## config.mk

```make
export PLATFORM = sky130hd
export DESIGN_NAME = qrs_sqrt_stage
export DESIGN_NICKNAME = d
export VERILOG_FILES = /design/src/design/qrs_sqrt_stage.sv
export SDC_FILE = /design/constraint.sdc
export NUM_CORES = 1
export LEC_CHECK = 0
export BUFFER_PORTS_ARGS = -buffer_cell sky130_fd_sc_hd__buf_2
export CAP_MARGIN = 25
export CORE_ASPECT_RATIO = 0.6
export CORE_MARGIN = 10
export CORE_UTILIZATION = 49
export CTS_CLUSTER_DIAMETER = 150
export DETAILED_ROUTE_END_ITERATION = 16
export PLACE_DENSITY_LB_ADDON = 0.2
export SETUP_SLACK_MARGIN = 0.02
export SYNTH_ARGS = -nofsm -noshare
export SYNTH_HDL_FRONTEND = slang
export SYNTH_SLANG_ARGS = --single-unit
```

## constraint.sdc

```tcl
create_clock -name clk_i -period 0.97 [get_ports clk_i]
set_input_delay 0.097 -clock clk_i [delete_from_list [all_inputs] [get_ports clk_i]]
set_output_delay 0.097 -clock clk_i [all_outputs]
set_load 0.03 [all_outputs]
```

## src/design/qrs_sqrt_stage.sv

```systemverilog
// One stage of the pipelined square root: resolves one root bit from
// two radicand bits. No package dependencies.
`timescale 1ns / 1ps

module qrs_sqrt_stage #(
  parameter int unsigned RW     = 33,
  parameter int unsigned SIDE_W = 8
) (
  input  logic              clk_i,
  input  logic              rst_ni,
  input  logic              valid_i,
  input  logic [2*RW-1:0]   rad_i,
  input  logic [RW+1:0]     rem_i,
  input  logic [RW-1:0]     root_i,
  input  logic [SIDE_W-1:0] side_i,
  output logic              valid_o,
  output logic [2*RW-1:0]   rad_o,
  output logic [RW+1:0]     rem_o,
  output logic [RW-1:0]     root_o,
  output logic [SIDE_W-1:0] side_o
);

  logic [RW+3:0]     rem_ext;
  logic [RW+3:0]     trial;
  logic [RW+1:0]     rem_d;
  logic [RW-1:0]     root_d;
  logic [2*RW-1:0]   rad_d;
  logic              valid_q;
  logic [2*RW-1:0]   rad_q;
  logic [RW+1:0]     rem_q;
  logic [RW-1:0]     root_q;
  logic [SIDE_W-1:0] side_q;

  always_comb begin
    rem_ext = {rem_i, rad_i[2*RW-1 -: 2]};
    trial   = {2'b00, root_i, 2'b01};
    rad_d   = rad_i << 2;
    if (rem_ext >= trial) begin
      rem_d  = (RW+2)'(rem_ext - trial);
      root_d = {root_i[RW-2:0], 1'b1};
    end else begin
      rem_d  = (RW+2)'(rem_ext);
      root_d = {root_i[RW-2:0], 1'b0};
    end
  end

  always_ff @(posedge clk_i or negedge rst_ni) begin
    if (!rst_ni) begin
      valid_q <= 1'b0;
    end else begin
      valid_q <= valid_i;
    end
  end

  always_ff @(posedge clk_i) begin
    rad_q  <= rad_d;
    rem_q  <= rem_d;
    root_q <= root_d;
    side_q <= side_i;
  end

  assign valid_o = valid_q;
  assign rad_o   = rad_q;
  assign rem_o   = rem_q;
  assign root_o  = root_q;
  assign side_o  = side_q;

endmodule

```

==> results of run 1 <==
stage by stage:
| step | hold slack [ps] | instances | area, um2 | utilization (%) | setup WS (ps) |
|---|---|---|---|---|---|
| after detailed placement | -120 | 1022 | 8010 | 74.5 | -1830 |
| after global placement | -129 | 1022 | 8010 | 74.5 | -1870 |
| after floorplan | -199 | 498 | 5670 | - | -1360 |
cell families after synthesis:
kind of cell | count (synthesis) | share of synthesized area (%)
AO/OA/AOI/OAI | 107 | 13.6
XOR/XNOR | 33 | 5.26
adder cells (fa/ha/maj) | 35 | 7.98
buffers and inverters | 59 | 5.22
flip-flops | 141 | 51.5
multiplexers | 34 | 8.61
other | 1 | 0.0683
AND/OR/NAND/NOR | 87 | 7.73
==> impl_metrics.ini, run 1 <==
[logic_synthesis]
synth.most_common_cell = dfxtp_1
ys_types = 58
ys_ff_latch = 141
synth_commonest_cells = dfxtp_1, inv_1, ha_1
yosys.area.top_type_share_pct = 51.0
synth-seq-area-share_pct = 51.5
synth_area_leader_cell = dfxtp_1
synthFlopType = dfxtp_1
postSynthAreaPerCell_um2 = 11.0
synth_edf_count = 0
synth_area_mm2 = 0.00549
synthTopCellsByArea = dfxtp_1, ha_1, mux2_4, a21o_1, xnor2_1
yosys_warnings = 0
postSynthCellCount = 497
ys_async_sr_fraction_pct = 0.709

[cts]
clockRootBuffer = clkbuf_16
clk_path_buf_depth = 2
post-cts-setup-buffers = 11
numCtsBuffers = 17
hold_buffers = 134
cts_max_level = 4
clkSinkCount = 141
ctsResizeCount = 447

[outcome]
status = did not finish
lastStage = clock tree synthesis (4_1_cts)
tool.error = [ERROR DPL-0038] Utilization greater than 100%, impossible to legalize

[die]
ios = 288
die_w_um = 157
rows = 29
die_h_um = 102
initial_core_util_pct = 51.1

[place]
gp_congestion = 0.909
hpwl_um = 15800
port_buffers = 285
==> run 2, diff against run 1 <==
==> config.mk (replaced) <==
export PLATFORM = sky130hd
export DESIGN_NAME = qrs_sqrt_stage
export DESIGN_NICKNAME = d
export VERILOG_FILES = /design/src/design/qrs_sqrt_stage.sv
export SDC_FILE = /design/constraint.sdc
export NUM_CORES = 1
export LEC_CHECK = 0
export BUFFER_PORTS_ARGS = -buffer_cell sky130_fd_sc_hd__buf_2
export CAP_MARGIN = 25
export CORE_MARGIN = 10
export CORE_UTILIZATION = 40
export DETAILED_ROUTE_END_ITERATION = 16
export PLACE_DENSITY_LB_ADDON = 0.15
export SYNTH_ARGS = -nofsm -noshare
export SYNTH_HDL_FRONTEND = slang
export SYNTH_SLANG_ARGS = --single-unit
==> run 2 against run 1 <==
Effect of this change: the flow now finishes, with violations (negative setup slack); area after synthesis is the same; synthesized cell count unchanged.
==> impl_metrics.ini, run 2 <==
[outcome]
status = finished, violations left
violations = negative setup slack

[logic_synthesis]
ys_ff_latch = 141
synth_area_mm2 = 0.00549
yosys_warnings = 0
synthTopCellsByArea = dfxtp_1, ha_1, mux2_4, a21o_1, xnor2_1
yosys.area.top_type_share_pct = 51.0
ys_types = 58
synthFlopType = dfxtp_1
synth.most_common_cell = dfxtp_1
synth_area_leader_cell = dfxtp_1
postSynthCellCount = 497
postSynthAreaPerCell_um2 = 11.0
synth_edf_count = 0
ys_async_sr_fraction_pct = 0.709
synth-seq-area-share_pct = 51.5
synth_commonest_cells = dfxtp_1, inv_1, ha_1

[worst_setup_path]
critPathTopFamily = compound AO/OA/AOI/OAI gates
path_buf_inv = 4
path_class = input port to flop
cp.required_ps = 1280
cp_slowest_cell = a2111oi_4
arrival_ps = 2500
critPathMaxStageDelay_ps = 330
critical_path.cell_chain = buf_12, inv_12, ha_4, o21a_1, o211ai_2, a311oi_2, nor4_4, a2111oi_4, o21a_2, o211a_4, buf_12, buf_12, mux2_4
critPathMostFrequentCell = buf_12
cp-end-kind = flop
path_max_fanout = 5
critPathLaunchType = input port

[die]
die-area_mm2 = 0.0188
initial_core_util_pct = 41.1
die_h_um = 137
ios = 288
rows = 42
die_w_um = 137
fp.coreArea_mm2 = 0.0133

[pwr]
p_per_area_mw_per_mm2 = 1750
ir_drop_v = 0.00121
power.leakage_nw = 5.56

[layout]
fin_nets = 1227
final_common_cell = buf_6
largest_register_ff_count = 64
utilization_pct = 86.1
area_growth_pct = 109
drive_gt1_share_pct = 63.3
final_cell_mix = buf_6, buf_2, dfxtp_2
postLayoutCellArea_mm2 = 0.0115

[timing]
worst_slack_ps = -1220
whs_ps = 20.9
max_freq_mhz = 457
fin_tns_setup_ps = -43060
hold_viol = 0
fin_crit_ps = 2190
rsz0062_at_grt = yes
setup_viol = 130
timing.final.crit_share_pct = 226
drv_slew = 0

[place]
hpwl_um = 15200
port_buffers = 285
place_area_mm2 = 0.00800
gp_congestion = 0.881

[global_routing]
grt_pass1_wl_um = 37700
grt_use_total_pct = 26.2
grt.overflow.total = 0
antenna_found_initial = 3
grt_pass1_vias = 6658
grt_max_degree = 17

[cts]
clk_transition_reported_paths_ps = 70
clockRootBuffer = clkbuf_16
numCtsBuffers = 17
cts_max_level = 4
clkSinkCount = 141
tritoncts = yes
clk_path_buf_depth = 2

[route]
vias = 6162
drtPass1Iterations = 6
viasPerCell = 4.97
routedWlPerCell_um = 21.6
drt_iter0_drc = 401
drc = 0
antenna_left = 0
totalWireLength_um = 26800

[min_path]
hold_class = input port to flop

[job]
drv_cap = 0
## run 2: cell counts after synthesis
No cell type changed its count.
## run 2: area by class of cell
type                       instances  area, um2
multi-input combinational        298       2740
inverter                          41        179
tap                              176        220
sequential                       141       3000
antenna                            5       12.5
timing repair buffer             548       4760
fill                             608       1860
clock buffer                      19        443
clock inverter                    13        130
## run 2: worst min-delay path, stage by stage
cell and delay, ps:
buf_2 90, buf_4 100, mux2_4 130
## run 2: what timing repair did
action / 4_1_cts / 5_1_grt
hold buffers: 135 / 0
cloned: 2 / 2
endpoints found under the setup margin: 177 / 177
pin swaps: 8 / 10
gates resized for setup: 445 / 31
setup buffers: 4 / 11
hold endpoints to repair: 134 / 0
## run 2: path summary, 6_finish.rpt
check | from | endpoint | cells past startpoint
setup / recovery | root_i[0] | rem_o[9] | 13
max in group asynchronous | rst_ni | valid_o | 3
hold / removal | rem_i[19] | rem_o[21] | 3
min in group asynchronous | rst_ni | valid_o | 3
## run 2: report_power, final
group	internal (W)	switching, W
Clock	0.00366	0.00280
Combinational	0.00349	0.00328
Sequential	0.00652	0.000340
## run 2: routing by layer
metal  wire length, um  share of wire, %  GRT usage (%)  vias up
met5                 0                 0              0        -
met4               903               3.4           12.5        0
met3              2040               7.6           8.36       71
met2             14200                53           48.3      330
met1              9650                36           25.9     2924
li1                  -                 -              -     2837
## run 2: metrics by stage
| step | setup slack [ps] | power, W | cells |
|---|---|---|---|
| after CTS | -1120 | 0.0195 | 1224 |
| after global placement | -1610 | 0.0115 | 1052 |
| after detailed placement | -1670 | 0.0116 | 1052 |
| final | -1220 | 0.0201 | 1241 |
| after global routing | -1260 | 0.0207 | 1239 |
| after floorplan | -1360 | 0.00974 | 498 |
## run 2: logic make-up (layout without fill, tap and decap cells)
kind of cell             after synthesis  after routing  synth area share (%)
adder cells (fa/ha/maj)               35             35                  7.98
XOR/XNOR                              33             33                  5.26
AND/OR/NAND/NOR                       87             87                  7.73
flip-flops                           141            141                  51.5
other                                  1              7                0.0683
multiplexers                          34             34                  8.61
AO/OA/AOI/OAI                        107            107                  13.6
buffers and inverters                 59            621                  5.22
(Power assumes the default switching activity.)
==> run 3, diff against run 2 <==
--- a/config.mk
+++ b/config.mk
@@ -5,6 +5,7 @@
 export SDC_FILE = /design/constraint.sdc
 export NUM_CORES = 1
 export LEC_CHECK = 0
+export ABC_AREA = 1
 export BUFFER_PORTS_ARGS = -buffer_cell sky130_fd_sc_hd__buf_2
 export CAP_MARGIN = 25
 export CORE_MARGIN = 10
==> run 3 against run 2 <==
Effect of this change: the run ends with negative hold slack, negative setup slack left; sequential share of layout area down 4.5 points; first-iteration DRC count grew to 2.7 times the previous value; hold slack lost 32 ps; non-clock buffer count rose by 44; critical path depth is 1 higher; cell count up 33%; total power grew 5.6%; area after synthesis up 16%; largest power group is now combinational logic.
==> impl_metrics.ini, run 3 <==
[cts]
clk_transition_reported_paths_ps = 70
clockRootBuffer = clkbuf_16
clkSinkCount = 141
numCtsBuffers = 17
clk_path_buf_depth = 2
cts_max_level = 4
tritoncts = yes

[timing]
whs_ps = -11.2
hold_viol = 2
setup_viol = 153
timing.final.crit_share_pct = 182
max_freq_mhz = 566
drv_slew = 0
rsz0062_at_grt = yes
fin_crit_ps = 1770
worst_slack_ps = -797

[pwr]
p_int_w = 0.0135
pwr-share-seq_pct = 31.9
p_sw_share_pct = 36.4
power.leakage_nw = 6.83
ir_drop_v = 0.00136
power_w = 0.0212
p_per_area_mw_per_mm2 = 1530
p_comb_share_pct = 37.0
pwr-share-clk_pct = 31.1
p_switching_w = 0.00773

[global_routing]
grt.overflow.total = 0
grt_use_total_pct = 28.0
grt_pass1_vias = 8438
antenna_found_initial = 1
grt_max_degree = 17
grt_pass1_wl_um = 47800

[outcome]
violations = negative hold slack, negative setup slack
status = finished, violations left

[die]
die_h_um = 146
rows = 46
ios = 288
initial_core_util_pct = 40.5
die_w_um = 146
fp.coreArea_mm2 = 0.0158
die-area_mm2 = 0.0214

[route]
vias = 8940
viasPerCell = 5.43
drt_iter0_drc = 1089
totalWireLength_um = 40100
drc = 0
antenna_left = 0
routedWlPerCell_um = 24.4
drtPass1Iterations = 6

[logic_synthesis]
synth_commonest_cells = nand2_1, dfxtp_1, inv_1
synth-seq-area-share_pct = 44.3
synth_area_leader_cell = dfxtp_1
postSynthCellCount = 815
synth_area_mm2 = 0.00638
synthFlopType = dfxtp_1
synthTopCellsByArea = dfxtp_1, nand2_1, inv_1, ha_1, nand3_2
ys_types = 35
postSynthAreaPerCell_um2 = 7.83
yosys.area.top_type_share_pct = 43.9
ys_ff_latch = 141
synth.most_common_cell = nand2_1
yosys_warnings = 0
ys_async_sr_fraction_pct = 0.709
synth_edf_count = 0

[min_path]
hold_class = input port to flop
min_from = rem_i[4]
whs_path_depth = 4
hold_end = rem_o[6]

[worst_setup_path]
cp_slowest_cell = a21oi_1
critical_path.cell_chain = buf_2, inv_1, ha_4, nand2_1, nand2_1, nand3_1, nand2_1, a21oi_1, nor2_1, nor2_1, nand2_1, nand2_1, nand3_2, nand2_1
arrival_ps = 2140
path_class = input port to flop
critPathLaunchType = input port
critPathMaxStageDelay_ps = 310
cp-end-kind = flop
cp.required_ps = 1340
critPathMostFrequentCell = nand2_1
path_max_fanout = 4

[layout]
area_growth_pct = 118
postLayoutCellArea_mm2 = 0.0139
drive_gt1_share_pct = 65.3
fin_nets = 1595
largest_register_ff_count = 64
final_cell_mix = buf_6, buf_4, nand2_1
final_common_cell = buf_6

[place]
place_area_mm2 = 0.00967
hpwl_um = 18600
gp_congestion = 0.928
port_buffers = 285

[job]
drv_cap = 0
## run 3: cell types whose count changed after synthesis, moves of 18 or more
| cell | previous run | this run |
|---|---|---|
| inv_1 | 41 | 125 |
| xnor2_1 | 19 | 1 |
| mux2_4 | 25 | 0 |
| nand3_2 | 0 | 41 |
| a21o_1 | 26 | 1 |
| nor2_1 | 22 | 53 |
| nand2_1 | 25 | 259 |
| nand3_1 | 9 | 39 |
## run 3: area by class of cell
class | instances | area [um2]
Sequential cell | 141 | 3000
Clock buffer | 18 | 439
Fill cell | 666 | 1890
Timing Repair Buffer | 592 | 5390
Clock inverter | 14 | 128
Inverter | 130 | 556
Tap cell | 216 | 270
Multi-Input combinational cell | 533 | 4100
Antenna cell | 1 | 2.50
## run 3: per-stage QoR
| step | TNS (ps) | instances | utilization [%] | worst slack [ps] |
|---|---|---|---|---|
| 3_3_place_gp | -30170 | 1447 | 61.3 | -867 |
| 4_1_cts | -13600 | 1623 | 83.0 | -379 |
| 5_1_grt | -25420 | 1645 | 88.0 | -779 |
| 3_5_place_dp | -31110 | 1447 | 61.3 | -918 |
| 6_report | -22150 | 1645 | 88.0 | -797 |
| 2_1_floorplan | -17730 | 816 | - | -513 |
## run 3: worst max-delay path by stage
stage | depth (start not counted) | from | endpoint
floorplan | 12 | root_i[10] | rem_o[33]
global placement | 14 | root_i[12] | rem_o[1]
detailed placement | 14 | root_i[10] | rem_o[1]
CTS | 15 | root_i[16] | rem_o[10]
global route | 14 | root_i[10] | rem_o[27]
finish | 14 | root_i[15] | rem_o[28]
## run 3: worst max-delay path: cells and delay by family
kind	cells	cell delay, ps
and+or+nand+nor	10	1270
AOI/OAI and AO/OA	1	310
adders and majority gates	1	240
buffers and inverters	2	210
## run 3: power groups by stage
stage / Clock, W / Sequential (W) / Combinational (W)
final: 0.00659 / 0.00677 / 0.00785
after global routing: 0.00677 / 0.00679 / 0.00810
after CTS: 0.00639 / 0.00669 / 0.00662
after detailed placement: 0 / 0.00658 / 0.00517
after global placement: 0 / 0.00658 / 0.00511
after floorplan: 0 / 0.00768 / 0.00198
## run 3: metal layers
metal / vias up / track usage, % / share of wire, %
met2: 779 / 53.2 / 49
met3: 300 / 6.24 / 8.9
met1: 4129 / 29.2 / 34
met5: - / 0 / 0
met4: 0 / 10.4 / 7.8
li1: 3732 / - / -
## run 3: logic make-up after synthesis
family	Yosys count	share of synthesized area, %
simple gates	438	33.0
buf+inv	142	9.71
flops	141	44.3
compound gates	41	3.69
fa+ha+maj	35	6.86
xor+xnor	17	2.33
other cells	1	0.0588
## run 3: repair_timing
action / CTS / global route
endpoints found under the hold margin: 111 / 2
setup endpoints to repair: 177 / 174
pin swaps: 15 / 73
setup buffers: 29 / 18
cloned: 3 / 2
gates resized for setup: 526 / 158
hold buffers: 112 / 2
